==> src/hw/rtl/jsr_pkg.sv <==
// ---------------------------------------------------------------------------
// jsr_pkg
// shared constants, register indexes, region codes and the queue item type
// of the jacobi stencil region stream unit
// ---------------------------------------------------------------------------
package jsr_pkg;

  localparam int MAX_WIDTH   = 1024;
  localparam int MAX_HEIGHT  = 1024;
  localparam int COL_W       = $clog2(MAX_WIDTH);
  localparam int ROW_W       = $clog2(MAX_HEIGHT);
  localparam int DIM_W       = 11;
  localparam int HALO_W      = 9;
  localparam int REGION_W    = 2;
  localparam int DATA_W      = 32;
  localparam int CFG_IDX_W   = 8;
  localparam int CFG_DATA_W  = 32;
  localparam int QUEUE_DEPTH = 4;
  localparam int QPTR_W      = $clog2(QUEUE_DEPTH);

  localparam logic [CFG_IDX_W-1:0] REG_GRID_WIDTH    = 8'd0;
  localparam logic [CFG_IDX_W-1:0] REG_GRID_HEIGHT   = 8'd1;
  localparam logic [CFG_IDX_W-1:0] REG_HALO_WIDTH    = 8'd2;
  localparam logic [CFG_IDX_W-1:0] REG_REGION_SELECT = 8'd3;

  localparam logic [REGION_W-1:0] REGION_INTERIOR = 2'd0;
  localparam logic [REGION_W-1:0] REGION_BAND     = 2'd1;
  localparam logic [REGION_W-1:0] REGION_BOTH     = 2'd2;

  typedef struct packed {
    logic signed [DATA_W-1:0] cell_value;
    logic [COL_W-1:0]         col;
    logic [COL_W-1:0]         next_col;
    logic [ROW_W-1:0]         row;
    logic                     take;
    logic                     last;
  } jsr_item_t;

  typedef struct packed {
    logic full;
    logic empty;
  } jsr_qstat_t;

endpackage

==> src/hw/rtl/jsr_queue.sv <==
// ---------------------------------------------------------------------------
// jsr_queue
// short register fifo of classified cells between front and back
// ---------------------------------------------------------------------------
module jsr_queue (
  input  logic                clk,
  input  logic                rst_n,
  input  logic                push,
  input  jsr_pkg::jsr_item_t  push_item,
  input  logic                pop,
  output jsr_pkg::jsr_item_t  pop_item,
  output jsr_pkg::jsr_qstat_t stat
);

  jsr_pkg::jsr_item_t          slot_r [jsr_pkg::QUEUE_DEPTH];
  logic [jsr_pkg::QPTR_W-1:0]  wr_ptr_r, wr_ptr_nxt;
  logic [jsr_pkg::QPTR_W-1:0]  rd_ptr_r, rd_ptr_nxt;
  logic [jsr_pkg::QPTR_W:0]    count_r, count_nxt;

  assign stat.full  = (count_r == (jsr_pkg::QPTR_W+1)'(jsr_pkg::QUEUE_DEPTH));
  assign stat.empty = (count_r == '0);
  assign pop_item   = slot_r[rd_ptr_r];

  always_comb begin
    wr_ptr_nxt = push ? wr_ptr_r + jsr_pkg::QPTR_W'(1) : wr_ptr_r;
    rd_ptr_nxt = pop ? rd_ptr_r + jsr_pkg::QPTR_W'(1) : rd_ptr_r;
    count_nxt  = count_r;
    if (push && !pop) begin
      count_nxt = count_r + (jsr_pkg::QPTR_W+1)'(1);
    end else if (pop && !push) begin
      count_nxt = count_r - (jsr_pkg::QPTR_W+1)'(1);
    end
  end

  always_ff @(posedge clk) begin
    if (push) begin
      slot_r[wr_ptr_r] <= push_item;
    end
  end

  always_ff @(posedge clk) begin
    if (!rst_n) begin
      wr_ptr_r <= '0;
      rd_ptr_r <= '0;
      count_r  <= '0;
    end else begin
      wr_ptr_r <= wr_ptr_nxt;
      rd_ptr_r <= rd_ptr_nxt;
      count_r  <= count_nxt;
    end
  end

endmodule

==> config.mk <==
export PLATFORM = sky130hd
export DESIGN_NAME = jsr_queue
export DESIGN_NICKNAME = d
export VERILOG_FILES = /design/src/hw/rtl/jsr_pkg.sv /design/src/hw/rtl/jsr_queue.sv
export SDC_FILE = /design/constraint.sdc
export NUM_CORES = 1
export LEC_CHECK = 0
export BUFFER_PORTS_ARGS = -buffer_cell sky130_fd_sc_hd__clkbuf_2
export CORE_MARGIN = 5
export CORE_UTILIZATION = 55
export CTS_CLUSTER_SIZE = 10
export DETAILED_ROUTE_END_ITERATION = 8
export GPL_ROUTABILITY_DRIVEN = 0
export PLACE_DENSITY = 0.79
export REMOVE_ABC_BUFFERS = 1
export SLEW_MARGIN = 20
export SYNTH_ARGS = -nofsm -noshare
export SYNTH_HDL_FRONTEND = slang
export SYNTH_SLANG_ARGS = --single-unit
==> constraint.sdc <==
create_clock -name clk -period 3.3 [get_ports clk]
set_input_delay 0.165 -clock clk [delete_from_list [all_inputs] [get_ports clk]]
set_output_delay 0.165 -clock clk [all_outputs]
set_load 0.05 [all_outputs]
==> qor.yml <==
grt_max_degree: 65
synth_top_cell_by_area: "edfxtp_1"
worst_pin_slew_ps: 999
cts-resized-gates: 0
vdd_drop_max_mv: 0.471
cts_tree: "built"
cp-start-kind: "register"
dr_total_vias: 4577
h-tree-depth: 1
finClkSkew_ps: 4.68
clock_sinks: 265
postRouteAntennaNets: 0
slew_headroom: 0.334
start_util: 0.562
fin_nets: 669
seq_area_frac_synth: 0.806
hpwl_um: 9810
synth_cell_types: 22
synth_warnings: 0
avgViaCountPerCell: 5.42
worst_slack_ps: 760
synth.top_cells.by_count: "256 x edfxtp_1, 60 x mux4_2, 9 x and2_1, 9 x dfxtp_1"
max-cap-violations: 0
holdWs_ps: 33.4
grt_antenna_before_repair: 0
power_density_nw_per_um2: 659
fin_tns_setup_ps: 0
final_max_slew_viol_count: 0
crit_arrival_ps: 2380
pre_cts_ws_ps: 1230
grt_pass1_vias: 5152
hp-class: "in2reg"
finalCritPeriodShare: 0.770
crit_type: "reg2out"
synth_edf_count: 256
dieArea_um2: 20500
drc: 0
rows: 48
grt_pass1_wl_um: 27500
crit_path_max_fanout: 29
path_clk_slew_ps: 50
firstDrtPassIters: 4
cp-end-kind: "output pin"
seq_area_um2: 7880
coreArea_um2: 17400
yosysMostFrequentCell: "edfxtp_1"
wl_per_cell_um: 20.6
syn_area_um2: 9760
final-setup-viol-count: 0
required_ps: 3130
wirelength_um: 17400
grt_setup_unrepaired: "false"
grt.overflow.total: 0
fmax_mhz: 394
yosys-top-cells-area: "edfxtp_1 79%, mux4_2 14%, dfxtp_1 1.8%"
fill_cells: 1050
io_buffers: 133
ys_async_sr_fraction: 0
synth_ff_type: "edfxtp_1"
cts_buffer_depth: 3
cts_setup_buffers: 0
hold_violations: 0
ctsRootBufferMaster: "clkbuf_16"
status: "finished clean"
layout-drive-gt1-share: 0.376
finalCriticalPeriod_ps: 2540
die_w_um: 143
postCtsHoldBufs: 65
grt_use_total: 0.174
fp.dieH_um: 143
area_growth_pct: 24.3
drt_iter0_drc: 220
synth_area_per_cell_um2: 25.9
p_leak_nw: 4.18
ios: 134
syn_inst: 377
synth_top_area_frac: 0.788
diodes: 0
insertion_delay_ps: 530
synth_seq_cells: 265
cts_inserted_buffers: 30
multi_input_area_um2: 1720
metrics by stage:
step	area, µm²	total power [mW]	util	instances
2_1_floorplan	9590	4.79	-	363
3_3_place_gp	10600	5.05	0.610	723
3_5_place_dp	10600	5.08	0.610	723
4_1_cts	12100	8.06	0.699	844
5_1_grt	12100	8.28	0.699	844
6_report	12100	7.99	0.699	844
power by group:
| group | switching (mW) | internal, mW |
|---|---|---|
| sequential | 0.0908 | 3.87 |
| clock | 1.16 | 1.77 |
| combinational | 0.733 | 0.370 |
| total | 1.98 | 6.00 |
cell families after synthesis:
kind of cell             count (synthesis)  share of synthesized area
AO/OA/AOI/OAI                            2                    0.00128
adder cells (fa/ha/maj)                  6                    0.00846
AND/OR/NAND/NOR                         15                    0.00936
buffers and inverters                   18                     0.0186
XOR/XNOR                                 5                    0.00449
flip-flops                             265                      0.806
multiplexers                            66                      0.151
critical path: stages, from the launching register on:
cell	delay, ps
dfxtp_4	730
buf_12	280
mux4_1	570
clkbuf_2	250
final cells by class:
class,instances,share of cell area
clock buffer,56,0.0725
inverter,4,0.00124
multi-input combinational,94,0.142
sequential,265,0.650
tap,225,0.0232
timing repair buffer,200,0.112
metal layers:
layer / wire (µm) / GRT usage / vias up
met5: 0 / 0 / -
li1: - / - / 2050
met2: 9060 / 0.307 / 141
met1: 6870 / 0.221 / 2358
met3: 1120 / 0.0402 / 28
met4: 349 / 0.0450 / 0
final timing paths:
kind / start / to / slack [ps] / depth (start not counted)
hold reg to reg: count_r[2] / count_r[2] / 520 / 2
hold / removal: pop / register / 30 / 3
setup reg to reg: wr_ptr_r[0] / slot_r[2][27] / 1460 / 3
setup / recovery: register / pop_item[63] / 760 / 3
cells in the final DEF, fill, tap and decap left out, types with 3 or more instances in the layout:
cell type,netlist,final
clkbuf_1,0,24
mux4_1,4,4
and2_4,0,4
ha_1,5,5
dfxtp_1,9,7
mux4_2,60,60
dlygate4sd3_1,0,65
xor2_1,3,3
and2_1,9,5
clkbuf_16,0,31
clkbuf_2,1,133
inv_1,4,4
edfxtp_1,256,256
registers in the layout, summed over array words and instances (netlist names), named ones only:
| name | count |
|---|---|
| count_r | 3 |
| rd_ptr_r | 2 |
| slot_r | 256 |
| wr_ptr_r | 2 |
(Power assumes the default switching activity.)
