--- config.mk ---
export PLATFORM = sky130hd
export DESIGN_NAME = jsr_front_flat
export DESIGN_NICKNAME = d
export VERILOG_FILES = /design/src/hw/rtl/jsr_pkg.sv /design/src/hw/rtl/jsr_if.sv /design/src/hw/rtl/jsr_front.sv /design/src/flat_wrapper.sv
export SDC_FILE = /design/constraint.sdc
export NUM_CORES = 1
export LEC_CHECK = 0
export BUFFER_PORTS_ARGS = -buffer_cell sky130_fd_sc_hd__buf_2
export CORE_MARGIN = 10
export CORE_UTILIZATION = 58
export DETAILED_ROUTE_END_ITERATION = 6
export PLACE_DENSITY = 0.91
export RECOVER_POWER = 25
export SLEW_MARGIN = 5
export SYNTH_ARGS = -nofsm -noshare
export SYNTH_HDL_FRONTEND = slang
export SYNTH_SLANG_ARGS = --single-unit
export TNS_END_PERCENT = 10
--- constraint.sdc ---
create_clock -name clk -period 8.45 [get_ports clk]
set_clock_uncertainty 0.05 [all_clocks]
set_input_delay 1.69 -clock clk [delete_from_list [all_inputs] [get_ports clk]]
set_output_delay 1.69 -clock clk [all_outputs]
set_load 0.03 [all_outputs]
--- src/hw/rtl/jsr_pkg.sv ---
// ---------------------------------------------------------------------------
// jsr_pkg
// shared constants, register indexes, region codes and the queue item type
// of the jacobi stencil region stream unit
// ---------------------------------------------------------------------------
package jsr_pkg;

  localparam int MAX_WIDTH   = 1024;
  localparam int MAX_HEIGHT  = 1024;
  localparam int COL_W       = $clog2(MAX_WIDTH);
  localparam int ROW_W       = $clog2(MAX_HEIGHT);
  localparam int DIM_W       = 11;
  localparam int HALO_W      = 9;
  localparam int REGION_W    = 2;
  localparam int DATA_W      = 32;
  localparam int CFG_IDX_W   = 8;
  localparam int CFG_DATA_W  = 32;
  localparam int QUEUE_DEPTH = 4;
  localparam int QPTR_W      = $clog2(QUEUE_DEPTH);

  localparam logic [CFG_IDX_W-1:0] REG_GRID_WIDTH    = 8'd0;
  localparam logic [CFG_IDX_W-1:0] REG_GRID_HEIGHT   = 8'd1;
  localparam logic [CFG_IDX_W-1:0] REG_HALO_WIDTH    = 8'd2;
  localparam logic [CFG_IDX_W-1:0] REG_REGION_SELECT = 8'd3;

  localparam logic [REGION_W-1:0] REGION_INTERIOR = 2'd0;
  localparam logic [REGION_W-1:0] REGION_BAND     = 2'd1;
  localparam logic [REGION_W-1:0] REGION_BOTH     = 2'd2;

  typedef struct packed {
    logic signed [DATA_W-1:0] cell_value;
    logic [COL_W-1:0]         col;
    logic [COL_W-1:0]         next_col;
    logic [ROW_W-1:0]         row;
    logic                     take;
    logic                     last;
  } jsr_item_t;

  typedef struct packed {
    logic full;
    logic empty;
  } jsr_qstat_t;

endpackage

--- src/hw/rtl/jsr_if.sv ---
// ---------------------------------------------------------------------------
// jsr channel interfaces
// valid/ready channels for cells in, results out and register writes
// ---------------------------------------------------------------------------
interface jsr_in_if;
  logic                             valid;
  logic                             ready;
  logic signed [jsr_pkg::DATA_W-1:0] cell_value;

  modport source (output valid, output cell_value, input ready);
  modport sink (input valid, input cell_value, output ready);
endinterface


interface jsr_cfg_if;
  logic                               valid;
  logic                               ready;
  logic [jsr_pkg::CFG_IDX_W-1:0]      index;
  logic [jsr_pkg::CFG_DATA_W-1:0]     data;

  modport source (output valid, output index, output data, input ready);
  modport sink (input valid, input index, input data, output ready);
endinterface

--- src/hw/rtl/jsr_front.sv ---
// ---------------------------------------------------------------------------
// jsr_front
// register file, raster position counters and per-cell classification
// ---------------------------------------------------------------------------
module jsr_front (
  input  logic               clk,
  input  logic               rst_n,
  jsr_in_if.sink             in_chan,
  jsr_cfg_if.sink            cfg_chan,
  input  jsr_pkg::jsr_qstat_t q_stat,
  output logic               q_push,
  output jsr_pkg::jsr_item_t  q_item
);

  logic [jsr_pkg::DIM_W-1:0]    grid_width_r, grid_width_nxt;
  logic [jsr_pkg::DIM_W-1:0]    grid_height_r, grid_height_nxt;
  logic [jsr_pkg::HALO_W-1:0]   halo_width_r, halo_width_nxt;
  logic [jsr_pkg::REGION_W-1:0] region_r, region_nxt;
  logic [jsr_pkg::ROW_W-1:0]    row_r, row_nxt;
  logic [jsr_pkg::COL_W-1:0]    col_r, col_nxt;

  logic [jsr_pkg::DIM_W-1:0]    w_eff, h_eff;
  logic [jsr_pkg::HALO_W-1:0]   halo_eff;
  logic [jsr_pkg::HALO_W:0]     band;
  logic [jsr_pkg::DIM_W-1:0]    halo_d, band_d;
  logic [jsr_pkg::DIM_W-1:0]    w_m_halo, h_m_halo, w_m_band, h_m_band;
  logic [jsr_pkg::ROW_W-1:0]    tr;
  logic [jsr_pkg::DIM_W-1:0]    tr_d, col_d, last_row, last_col;
  logic [jsr_pkg::DIM_W-1:0]    col_inc, row_inc;
  logic [jsr_pkg::COL_W-1:0]    col_step;
  logic [jsr_pkg::ROW_W-1:0]    row_step;
  logic                         col_wrap;
  logic                         geom_ok, in_core, in_band, sel_ok;
  logic                         accept, cfg_wr, cfg_hit;

  assign accept        = in_chan.valid & in_chan.ready;
  assign in_chan.ready = ~q_stat.full;
  assign cfg_chan.ready = 1'b1;
  assign cfg_wr        = cfg_chan.valid & cfg_chan.ready;
  assign q_push        = accept;

  // dimensions as used
  always_comb begin
    if (grid_width_r == '0) begin
      w_eff = jsr_pkg::DIM_W'(1);
    end else if (grid_width_r > jsr_pkg::DIM_W'(jsr_pkg::MAX_WIDTH)) begin
      w_eff = jsr_pkg::DIM_W'(jsr_pkg::MAX_WIDTH);
    end else begin
      w_eff = grid_width_r;
    end
    if (grid_height_r == '0) begin
      h_eff = jsr_pkg::DIM_W'(1);
    end else if (grid_height_r > jsr_pkg::DIM_W'(jsr_pkg::MAX_HEIGHT)) begin
      h_eff = jsr_pkg::DIM_W'(jsr_pkg::MAX_HEIGHT);
    end else begin
      h_eff = grid_height_r;
    end
    halo_eff = (halo_width_r == '0) ? jsr_pkg::HALO_W'(1) : halo_width_r;
  end

  assign band     = {halo_eff, 1'b0};
  assign halo_d   = jsr_pkg::DIM_W'(halo_eff);
  assign band_d   = jsr_pkg::DIM_W'(band);
  assign w_m_halo = w_eff - halo_d;
  assign h_m_halo = h_eff - halo_d;
  assign w_m_band = w_eff - band_d;
  assign h_m_band = h_eff - band_d;

  // target cell sits one row above the arriving cell
  assign tr    = row_r - jsr_pkg::ROW_W'(1);
  assign tr_d  = jsr_pkg::DIM_W'(tr);
  assign col_d = jsr_pkg::DIM_W'(col_r);

  assign geom_ok = (w_eff > band_d) && (h_eff > band_d) && (row_r != '0);
  assign in_core = (tr_d >= halo_d) && (tr_d < h_m_halo) &&
                   (col_d >= halo_d) && (col_d < w_m_halo);
  assign in_band = (tr_d < band_d) || (col_d < band_d) ||
                   (tr_d >= h_m_band) || (col_d >= w_m_band);

  always_comb begin
    unique case (region_r)
      jsr_pkg::REGION_INTERIOR: begin
        sel_ok   = ~in_band;
        last_row = h_m_band - jsr_pkg::DIM_W'(1);
        last_col = w_m_band - jsr_pkg::DIM_W'(1);
      end
      jsr_pkg::REGION_BAND: begin
        sel_ok   = in_band;
        last_row = h_m_halo - jsr_pkg::DIM_W'(1);
        last_col = w_m_halo - jsr_pkg::DIM_W'(1);
      end
      default: begin
        sel_ok   = 1'b1;
        last_row = h_m_halo - jsr_pkg::DIM_W'(1);
        last_col = w_m_halo - jsr_pkg::DIM_W'(1);
      end
    endcase
  end

  // raster advance
  assign col_inc  = col_d + jsr_pkg::DIM_W'(1);
  assign row_inc  = jsr_pkg::DIM_W'(row_r) + jsr_pkg::DIM_W'(1);
  assign col_wrap = (col_inc >= w_eff);
  assign col_step = col_wrap ? '0 : col_inc[jsr_pkg::COL_W-1:0];

  always_comb begin
    if (!col_wrap) begin
      row_step = row_r;
    end else if (row_inc >= h_eff) begin
      row_step = '0;
    end else begin
      row_step = row_inc[jsr_pkg::ROW_W-1:0];
    end
  end

  always_comb begin
    q_item.cell_value = in_chan.cell_value;
    q_item.col        = col_r;
    q_item.next_col   = col_step;
    q_item.row        = tr;
    q_item.take       = geom_ok & in_core & sel_ok;
    q_item.last       = (tr_d == last_row) && (col_d == last_col);
  end

  always_comb begin
    grid_width_nxt  = grid_width_r;
    grid_height_nxt = grid_height_r;
    halo_width_nxt  = halo_width_r;
    region_nxt      = region_r;
    cfg_hit         = 1'b0;
    if (cfg_wr) begin
      unique case (cfg_chan.index)
        jsr_pkg::REG_GRID_WIDTH: begin
          grid_width_nxt = cfg_chan.data[jsr_pkg::DIM_W-1:0];
          cfg_hit        = 1'b1;
        end
        jsr_pkg::REG_GRID_HEIGHT: begin
          grid_height_nxt = cfg_chan.data[jsr_pkg::DIM_W-1:0];
          cfg_hit         = 1'b1;
        end
        jsr_pkg::REG_HALO_WIDTH: begin
          halo_width_nxt = cfg_chan.data[jsr_pkg::HALO_W-1:0];
          cfg_hit        = 1'b1;
        end
        jsr_pkg::REG_REGION_SELECT: begin
          region_nxt = cfg_chan.data[jsr_pkg::REGION_W-1:0];
          cfg_hit    = 1'b1;
        end
        default: begin
          cfg_hit = 1'b0;
        end
      endcase
    end
    if (cfg_hit) begin
      row_nxt = '0;
      col_nxt = '0;
    end else if (accept) begin
      row_nxt = row_step;
      col_nxt = col_step;
    end else begin
      row_nxt = row_r;
      col_nxt = col_r;
    end
  end

  always_ff @(posedge clk) begin
    if (!rst_n) begin
      grid_width_r  <= jsr_pkg::DIM_W'(jsr_pkg::MAX_WIDTH);
      grid_height_r <= jsr_pkg::DIM_W'(jsr_pkg::MAX_HEIGHT);
      halo_width_r  <= jsr_pkg::HALO_W'(1);
      region_r      <= jsr_pkg::REGION_BOTH;
      row_r         <= '0;
      col_r         <= '0;
    end else begin
      grid_width_r  <= grid_width_nxt;
      grid_height_r <= grid_height_nxt;
      halo_width_r  <= halo_width_nxt;
      region_r      <= region_nxt;
      row_r         <= row_nxt;
      col_r         <= col_nxt;
    end
  end

endmodule

--- src/flat_wrapper.sv ---
// flat-port wrapper written by rule: the top's interface ports become plain ports
module jsr_front_flat 
  (clk, rst_n, q_stat, q_push, q_item, in_chan_valid, in_chan_cell_value, in_chan_ready, cfg_chan_valid, cfg_chan_index, cfg_chan_data, cfg_chan_ready);
  jsr_in_if in_chan_i ();
  jsr_cfg_if cfg_chan_i ();
  input  logic clk;
  input  logic rst_n;
  input  jsr_pkg::jsr_qstat_t q_stat;
  output logic q_push;
  output jsr_pkg::jsr_item_t q_item;
  input wire logic [$bits(in_chan_i.valid)-1:0] in_chan_valid;
  input wire logic [$bits(in_chan_i.cell_value)-1:0] in_chan_cell_value;
  output wire logic [$bits(in_chan_i.ready)-1:0] in_chan_ready;
  input wire logic [$bits(cfg_chan_i.valid)-1:0] cfg_chan_valid;
  input wire logic [$bits(cfg_chan_i.index)-1:0] cfg_chan_index;
  input wire logic [$bits(cfg_chan_i.data)-1:0] cfg_chan_data;
  output wire logic [$bits(cfg_chan_i.ready)-1:0] cfg_chan_ready;
  assign in_chan_i.valid = in_chan_valid;
  assign in_chan_i.cell_value = in_chan_cell_value;
  assign in_chan_ready = in_chan_i.ready;
  assign cfg_chan_i.valid = cfg_chan_valid;
  assign cfg_chan_i.index = cfg_chan_index;
  assign cfg_chan_i.data = cfg_chan_data;
  assign cfg_chan_ready = cfg_chan_i.ready;
  jsr_front u_core (.clk(clk), .rst_n(rst_n), .in_chan(in_chan_i), .cfg_chan(cfg_chan_i), .q_stat(q_stat), .q_push(q_push), .q_item(q_item));
endmodule
==> run_results.csv, run 1 <==
group,metric,value,unit
outcome,status,"finished, final reports clean",
worst_setup_path,endpoint_kind,"output pin",
placed_design,place_congestion,0.983,
logic_synthesis,synth.area.top_cells,"ha_1 19%, dfxtp_1 13%, xnor2_1 6.6%",
final_layout,seqCellArea,1060,µm²
die,start_util,0.596,
logic_synthesis,postSynthCellCount,1015,
logic_synthesis,ys_types,87,
timing,tightest_slew,1.08,ns
logic_synthesis,synth_seq_area_share,0.133,
logic_synthesis,synth_top_area_cell,"ha_1",
logic_synthesis,syn-num-nets,1219,
placed_design,port_buffers,57,
final_layout,drive_above_1_share,0.0935,
timing,layout_min_cycle_time,7.76,ns
worst_setup_path,cp_max_fo,16,
timing,period_share,0.918,
clocking,clk_latency,0.31,ns
die,core_area,13300,µm²
timing,rsz0062_at_grt,"false",
clocking,cts_tree,"yes",
drt,drt_pass1_iterations,5,
final_layout,areaGrowthSynthToFinish,3.41,%
global_routing,top_usage_layer,"met2",
logic_synthesis,synthFlopType,"dfxtp_1",
global_routing,grt_pass1_wl,34400,µm
global_routing,grt_pass1_vias,6939,
global_routing,use_met1,0.285,
logic_synthesis,synthDominantCellAreaShare,0.192,
placed_design,place_ws,1.12,ns
final_layout,antenna_cells,0,
clocking,htreeDepth,2,
timing,hold_viol_final,0,
drt,dr.first_iter.drc_count,594,
die,design.die.area,18800,µm²
die,boundaryPins,145,
final_layout,multiInputGateArea,6230,µm²
final_layout,stdcell_count,1192,
timing,fmax,0.129,GHz
clocking,cts_resized,0,
logic_synthesis,ys_ff_latch,53,
job,drv_cap,0,
logic_synthesis,synth_edf_count,0,
timing,fin_setup_tns,0,ns
global_routing,overflow,0,
global_routing,use_met3,0.0330,
die,num_rows,42,
logic_synthesis,synth_area_per_cell,7.84,µm²
drt,wl_per_cell,18.2,µm
final_layout,nets,1219,
timing,slew_viol_final,0,
drt,wirelength,21700,µm
worst_setup_path,cp_data_required_time,6.71,ns
die,dieWidth,137,µm
power,total_power,0.000518,W
clocking,cts_buffers,5,
die,die_h,137,µm
timing,finalWorstSetupSlack,0.695,ns
power,power_leakage,3.94,nW
clocking,cts.clk_slew.worst_paths,0.08,ns
timing,slew_headroom,0.274,
clocking,hold_buffers,0,
worst_setup_path,arrival,6.02,ns
drt,vias_per_cell,6.18,
global_routing,grt_max_degree,38,
clocking,root_buffer,"clkbuf_16",
clocking,cts.sinks,53,
drt,drtAntennaViolNets,0,
drt,vias,7364,
final_layout,nFillCells,1153,
logic_synthesis,synth-async-reset-ratio,0,
global_routing,met2_usage,0.373,
placed_design,hpwl,17400,µm
placed_design,dp_cells,1184,
logic_synthesis,ys_warn_count,0,
timing,setup-violations-final,0,
logic_synthesis,syn_area,7960,µm²
worst_setup_path,worst_setup_path_start_kind,"flip-flop",
power,peakVddDrop,0.0811,mV
worst_setup_path,ff2ff_setup_slack,4.03,ns
clocking,cts_buffer_depth,2,
timing,whs,0.473,ns
clocking,cts_setup_buffers,0,
min_path,min_path_type,"reg2reg",
global_routing,antenna_found_initial,0,
final_layout,most-common-layout-cells,"122 x ha_1, 83 x nand2_1, 66 x inv_1",
drt,drcViolationCount,0,
worst_setup_path,critPathKind,"reg2out",
global_routing,grt_usage,0.225,
final_layout,layout_commonest_cell,"ha_1",
power,powerDensity,63.0,nW/µm²
kinds of logic after synthesis:
logic type / share of synthesized area
muxes: 0.0546
xor gates and xnor gates: 0.0947
adders and majority gates: 0.215
and+or+nand+nor: 0.221
DFF: 0.133
buffers and inverters: 0.0849
AOI/OAI and AO/OA: 0.196
other: 0.000471
layer usage:
metal | vias to the layer above | part of all wire | wire, µm
met1 | 3398 | 0.44 | 9470
met5 | - | 0 | 0
li1 | 3596 | - | -
met3 | 55 | 0.072 | 1570
met4 | 0 | 0.031 | 662
met2 | 315 | 0.46 | 9970
flip-flops by register name (all words and copies together), names as in the netlist:
name                  cells
u_core.grid_height_r     11
u_core.region_r           2
u_core.grid_width_r      11
u_core.col_r             10
u_core.row_r             10
u_core.halo_width_r       9
cell type report:
type,instances,share of cell area
tap,176,0.0268
clock buffer,5,0.0152
multi-input combinational,823,0.757
inverter,71,0.0324
sequential,53,0.129
timing repair buffer,61,0.0366
clock inverter,3,0.00350
cell usage after synthesis, types with 7 or more instances:
library cell and count:
nor3_1 30, nand4_1 9, a21o_1 28, a21oi_1 51
nor2b_1 37, or2_2 8, xor2_1 26, nand2b_1 22
buf_4 35, clkbuf_1 20, nand3_1 30, a211oi_1 7
o21ai_0 35, o21ai_1 8, o21a_1 15, inv_1 66
nor4_1 15, and3_1 15, nand2_1 83, a31oi_1 12
o211ai_1 8, ha_1 122, or3_1 7, nor2_1 49
maj3_1 7, xnor2_1 60, dfxtp_1 53, mux2i_1 40
per-stage QoR:
step                      cell area [µm²]   util
after CTS                            8240  0.618
after detailed placement             8090  0.606
after global routing                 8230  0.617
after global placement               8090  0.606
after floorplan                      7960      -
final                                8230  0.617
power breakdown:
group          internal [W]  switching [W]
Combinational     0.0000167      0.0000251
Clock              0.000115       0.000110
Sequential         0.000250     0.00000209
worst paths after layout:
| kind | startpoint | endpoint | cells past startpoint |
|---|---|---|---|
| worst max-delay path | u_core.halo_width_r[2] | q_item[1] | 23 |
| worst min register to register | u_core.halo_width_r[0] | u_core.halo_width_r[0] | 2 |
| worst max register to register | u_core.grid_width_r[10] | u_core.row_r[1] | 14 |
| worst min-delay path | u_core.halo_width_r[0] | u_core.halo_width_r[0] | 2 |
critical path, stage by stage (launching register included):
cell	delay (ns)
dfxtp_1	0.54
nor4_1	0.38
a41o_1	0.21
buf_4	0.17
ha_1	0.16
inv_1	0.06
fa_1	0.45
and2_1	0.20
a2111oi_4	0.45
o21ai_1	0.17
a211o_1	0.28
ha_1	0.33
nand2_1	0.07
a21boi_0	0.08
o31ai_1	0.27
a21oi_1	0.13
maj3_2	0.32
a21o_1	0.20
maj3_2	0.30
nand3_1	0.09
o211ai_1	0.11
mux2_1	0.33
o211a_1	0.21
buf_2	0.18
(Power assumes the default switching activity.)
==> inputs of run 2 (changes only) <==
--- a/config.mk
+++ b/config.mk
@@ -6,6 +6,8 @@
 export NUM_CORES = 1
 export LEC_CHECK = 0
 export BUFFER_PORTS_ARGS = -buffer_cell sky130_fd_sc_hd__buf_2
+export CAP_MARGIN = 20
+export CORE_ASPECT_RATIO = 1.75
 export CORE_MARGIN = 10
 export CORE_UTILIZATION = 58
 export DETAILED_ROUTE_END_ITERATION = 6
==> constraint.sdc (replaced) <==
create_clock -name clk -period 8.45 [get_ports clk]
set_clock_uncertainty 0.05 [all_clocks]
set_input_delay 0 -clock clk [delete_from_list [all_inputs] [get_ports clk]]
set_output_delay 0 -clock clk [all_outputs]
set_load 0.03 [all_outputs]
==> run 2 against run 1 <==
Compared with the run above:
- register-to-register slack better by 0.12 ns
- via count is 5.7% higher
- routed wire length is 8.6% higher
- global-route usage is 1.7 points higher
- clock power is 4% lower
- sequential cell count stayed put
- core utilization is 2.7 points higher
- sequential power hardly changed
- clock-buffer cell count stayed put
- sequential share of layout area is 0.64 points lower
- largest power group unchanged
==> run_results.csv, run 2 (synthesis results as in run 1) <==
group,metric,value,unit
final_layout,final_util,0.644,
final_layout,layout_commonest_cell,"ha_1",
final_layout,nFillCells,1143,
global_routing,grt_pass1_vias,7848,
die,design.die.area,19000,µm²
final_layout,antenna_cells,0,
power,p_switching,0.000152,W
min_path,min_path_type,"in2reg",
clocking,cts_setup_buffers,0,
worst_setup_path,arrival,6.19,ns
global_routing,antenna_found_initial,0,
final_layout,nets,1261,
timing,slew_viol_final,0,
power,internal-power,0.000392,W
clocking,root_buffer,"clkbuf_16",
timing,setup-violations-final,0,
power,peakVddDrop,0.151,mV
final_layout,areaGrowthSynthToFinish,8.82,%
worst_setup_path,r2r_start,"u_core.grid_width_r[10]",
final_layout,reg_top3,"u_core.grid_height_r x11, u_core.grid_width_r x11",
placed_design,place_congestion,0.964,
timing,fmax,0.160,GHz
worst_setup_path,worst_setup_path_start_kind,"flip-flop",
worst_setup_path,cpMaxStageDelayCell,"dfxtp_1",
global_routing,grt_usage,0.242,
worst_setup_path,critPathKind,"reg2out",
global_routing,grt_max_degree,36,
worst_setup_path,cp_max_fo,16,
drt,wl_per_cell,19.1,µm
power,powerDensity,62.8,nW/µm²
clocking,cts.sinks,53,
power,combPwrFrac,0.139,
final_layout,most-common-layout-cells,"122 x ha_1, 83 x nand2_1, 66 x inv_1",
die,num_rows,56,
final_layout,drive_above_1_share,0.0992,
min_path,min_from,"cfg_chan_data[2]",
timing,rsz0062_at_grt,"false",
job,drv_cap,0,
clocking,clk_latency,0.31,ns
clocking,cts_tree,"yes",
timing,layout_min_cycle_time,6.24,ns
power,power_frac_clock,0.397,
worst_setup_path,worstPathCellList,"nor4_1 > a41o_1 > ha_1 > inv_1 > fa_1 > and2_1 > a2111oi_4 > o21ai_1 > a211o_1 > ha_1 > nand2_1 > a21boi_0 > o31ai_1 > a21oi_1 > maj3_2 > a21o_1 > maj3_2 > nand3_1 > o211ai_1 > mux2_1 > o211a_1 > buf_2",
power,power_leakage,4.16,nW
clocking,cts_buffer_depth,2,
placed_design,dp_cells,1181,
worst_setup_path,endpoint_kind,"output pin",
placed_design,hpwl,18200,µm
worst_setup_path,cp-startpoint,"u_core.halo_width_r[2]",
die,boundaryPins,145,
timing,tightest_slew,1.09,ns
timing,slew_headroom,0.270,
clocking,htreeDepth,2,
clocking,cts.clk_slew.worst_paths,0.07,ns
worst_setup_path,cp_data_required_time,8.40,ns
outcome,status,"finished, final reports clean",
timing,hold_viol_final,0,
drt,vias,7785,
timing,fin_setup_tns,0,ns
worst_setup_path,max_stage_delay,0.53,ns
die,start_util,0.592,
global_routing,overflow,0,
die,dieWidth,109,µm
final_layout,stdcell_count,1232,
clocking,cts_resized,0,
drt,drtAntennaViolNets,0,
timing,period_share,0.739,
drt,vias_per_cell,6.32,
clocking,cts_buffers,5,
die,core_area,13500,µm²
power,p_seq_frac,0.464,
drt,dr.first_iter.drc_count,586,
drt,drcViolationCount,0,
power,p_sw_frac,0.279,
drt,drt_pass1_iterations,7,
die,die_h,175,µm
global_routing,grt_pass1_wl,37600,µm
drt,wirelength,23500,µm
placed_design,port_buffers,57,
run 2: critical path, delay by kind of cell (launching register included):
family	cells	cell delay, ns
AO/OA/AOI/OAI	10	2.33
adder cells (fa/ha/maj)	5	1.63
buffers and inverters	2	0.24
flip-flops	1	0.53
multiplexers	1	0.33
AND/OR/NAND/NOR	4	0.84
run 2: final cells by class:
class,instances,area (µm²),share of cell area
inverter,71,267,0.0308
tap,174,218,0.0251
timing repair buffer,103,738,0.0852
clock inverter,3,25.0,0.00289
clock buffer,5,125,0.0144
multi-input combinational,823,6230,0.719
sequential,53,1060,0.123
run 2: power groups by stage:
stage / sequential, W / clock, W / combinational, W
5_1_grt: 0.000252 / 0.000234 / 0.0000800
2_1_floorplan: 0.000258 / 0 / 0.0000538
4_1_cts: 0.000252 / 0.000219 / 0.0000755
6_report: 0.000252 / 0.000216 / 0.0000756
3_5_place_dp: 0.000258 / 0 / 0.0000416
3_3_place_gp: 0.000258 / 0 / 0.0000408
run 2: stage by stage:
| step | power [W] | hold slack, ns | setup slack, ns | cell area (µm²) |
|---|---|---|---|---|
| final | 0.000544 | 0.00754 | 2.21 | 8660 |
| after global routing | 0.000567 | 0.00929 | 1.99 | 8660 |
| after CTS | 0.000546 | 0.00223 | 2.30 | 8650 |
| after detailed placement | 0.000300 | -0.0498 | 2.79 | 8080 |
| after global placement | 0.000299 | -0.0498 | 2.86 | 8080 |
| after floorplan | 0.000312 | 0.0672 | 3.43 | 7960 |
run 2: timing repair:
item                                    in CTS  in global routing
endpoints found under the setup margin       0                  0
endpoints found under the hold margin       56                  0
hold buffers                                42                  0
run 2: layer usage:
layer,track usage,up-vias,part of all wire
met4,0.190,0,0.079
li1,-,3681,-
met5,0,-,0
met2,0.418,376,0.49
met3,0.0350,127,0.066
met1,0.253,3601,0.36
run 2: final timing paths:
kind,endpoint,cells after the start,slack (ns)
min,u_core.grid_width_r[2],3,0.008
max reg2reg,u_core.row_r[2],14,4.15
max,q_item[1],22,2.21
min reg2reg,u_core.row_r[9],2,0.47
==> inputs of run 3 (changes only) <==
==> constraint.sdc (replaced) <==
create_clock -name clk -period 6.2 [get_ports clk]
set_clock_uncertainty 0.05 [all_clocks]
set_input_delay 0 -clock clk [delete_from_list [all_inputs] [get_ports clk]]
set_output_delay 0 -clock clk [all_outputs]
set_load 0.03 [all_outputs]
==> run 3 against run 2 <==
Compared with the run above:
- sequential power is 37% higher
- critical path depth stayed put
- routed wire length is 1.2% higher
- sequential cell count stayed put
==> run_results.csv, run 3 (synthesis results as in run 1) <==
group,metric,value,unit
timing,whs,0.00838,ns
job,drv_cap,0,
clocking,cts.sinks,53,
drt,dr.first_iter.drc_count,583,
final_layout,layout_commonest_cell,"ha_1",
worst_setup_path,arrival,5.71,ns
drt,vias_per_cell,6.35,
timing,fin_setup_tns,0,ns
drt,vias,7847,
timing,hold_viol_final,0,
final_layout,seqCellArea,1060,µm²
drt,drt_pass1_iterations,5,
worst_setup_path,worst_setup_path_start_kind,"flip-flop",
clocking,cts_buffers,5,
die,die_h,175,µm
placed_design,place_congestion,0.936,
die,num_rows,56,
drt,wl_per_cell,19.3,µm
worst_setup_path,crit_buf_inv,3,
timing,tightest_slew,1.09,ns
timing,slew_headroom,0.271,
power,peakVddDrop,0.276,mV
global_routing,grt_pass1_vias,7806,
worst_setup_path,critPathKind,"reg2out",
final_layout,drive_above_1_share,0.103,
worst_setup_path,max_stage_delay,0.56,ns
min_path,min_path_type,"in2reg",
clocking,clk_latency,0.30,ns
die,dieWidth,109,µm
timing,setup-violations-final,0,
global_routing,overflow,0,
final_layout,areaGrowthSynthToFinish,9.03,%
timing,rsz0062_at_grt,"false",
worst_setup_path,cpMaxStageDelayCell,"dfxtp_1",
worst_setup_path,critPathTopFamily,"compound AO/OA/AOI/OAI gates",
clocking,htreeDepth,2,
drt,wirelength,23800,µm
outcome,status,"finished, final reports clean",
timing,fmax,0.174,GHz
die,core_area,13500,µm²
final_layout,nets,1264,
final_layout,multiInputGateArea,6230,µm²
final_layout,nFillCells,1088,
global_routing,grt_usage,0.244,
power,powerDensity,85.5,nW/µm²
worst_setup_path,cp_data_required_time,6.15,ns
die,design.die.area,19000,µm²
final_layout,antenna_cells,0,
placed_design,port_buffers,57,
placed_design,hpwl,18100,µm
clocking,cts_buffer_depth,2,
worst_setup_path,cp_max_fo,13,
global_routing,grt_pass1_wl,37900,µm
final_layout,most-common-layout-cells,"122 x ha_1, 83 x nand2_1, 66 x inv_1",
die,boundaryPins,145,
clocking,root_buffer,"clkbuf_16",
worst_setup_path,worstPathCellList,"inv_1 > nand2_1 > ha_1 > inv_1 > fa_1 > and2_1 > a2111oi_4 > o21ai_1 > a211o_1 > ha_1 > nand2_1 > a21boi_0 > o31ai_1 > a21oi_1 > maj3_2 > a21o_1 > maj3_2 > nand3_1 > o211ai_1 > mux2_1 > o211a_1 > buf_2",
timing,period_share,0.929,
die,start_util,0.592,
drt,drcViolationCount,0,
timing,slew_viol_final,0,
worst_setup_path,endpoint_kind,"output pin",
global_routing,grt_max_degree,36,
timing,layout_min_cycle_time,5.76,ns
global_routing,antenna_found_initial,0,
clocking,cts_tree,"yes",
clocking,cts.clk_slew.worst_paths,0.08,ns
power,power_leakage,4.17,nW
final_layout,reg_top3,"u_core.grid_height_r x11, u_core.grid_width_r x11",
drt,drtAntennaViolNets,0,
-- run 3: power breakdown --
part	internal, W	switching [W]	total, W
combinational	0.0000406	0.0000636	0.000104
sequential	0.000341	0.00000294	0.000344
clock	0.000152	0.000142	0.000294
total	0.000534	0.000208	0.000742
-- run 3: metal layers --
metal | track usage | up-vias | wire length [µm]
li1 | - | 3698 | -
met1 | 0.255 | 3625 | 8670
met2 | 0.419 | 390 | 11600
met3 | 0.0343 | 134 | 1500
met4 | 0.197 | 0 | 2060
met5 | 0 | - | 0
-- run 3: final cells by class --
cell class	count	area share
tap	174	0.0251
sequential	53	0.122
multi-input combinational	823	0.718
timing repair buffer	106	0.0870
clock inverter	3	0.00288
inverter	71	0.0307
clock buffer	5	0.0144
-- run 3: final timing paths --
path / startpoint / to / slack [ns] / depth (start not counted)
max: u_core.grid_width_r[10] / q_item[1] / 0.44 / 22
min: cfg_chan_data[2] / u_core.grid_width_r[2] / 0.008 / 3
max reg2reg: u_core.grid_width_r[10] / u_core.row_r[2] / 1.99 / 14
min reg2reg: u_core.halo_width_r[0] / u_core.halo_width_r[0] / 0.47 / 2
-- run 3: repair_timing --
item | CTS | global route
buffers inserted | 0 | 0
hold endpoints to repair | 52 | 0
hold buffers | 41 | 0
resized for setup | 0 | 0
-- run 3: per-stage QoR --
stage	worst slack, ns	util	instance area (µm²)	cells	total power [W]
2_1_floorplan	1.18	-	7960	1015	0.000425
3_3_place_gp	1.02	0.603	8120	1186	0.000408
3_5_place_dp	0.937	0.603	8120	1186	0.000409
4_1_cts	0.551	0.645	8680	1235	0.000743
5_1_grt	0.147	0.645	8680	1235	0.000765
6_report	0.441	0.645	8680	1235	0.000742
-- run 3: worst min-delay path, cell delays in order --
cell and delay, ns:
buf_2 0.14, mux2i_1 0.08, nor2b_1 0.10
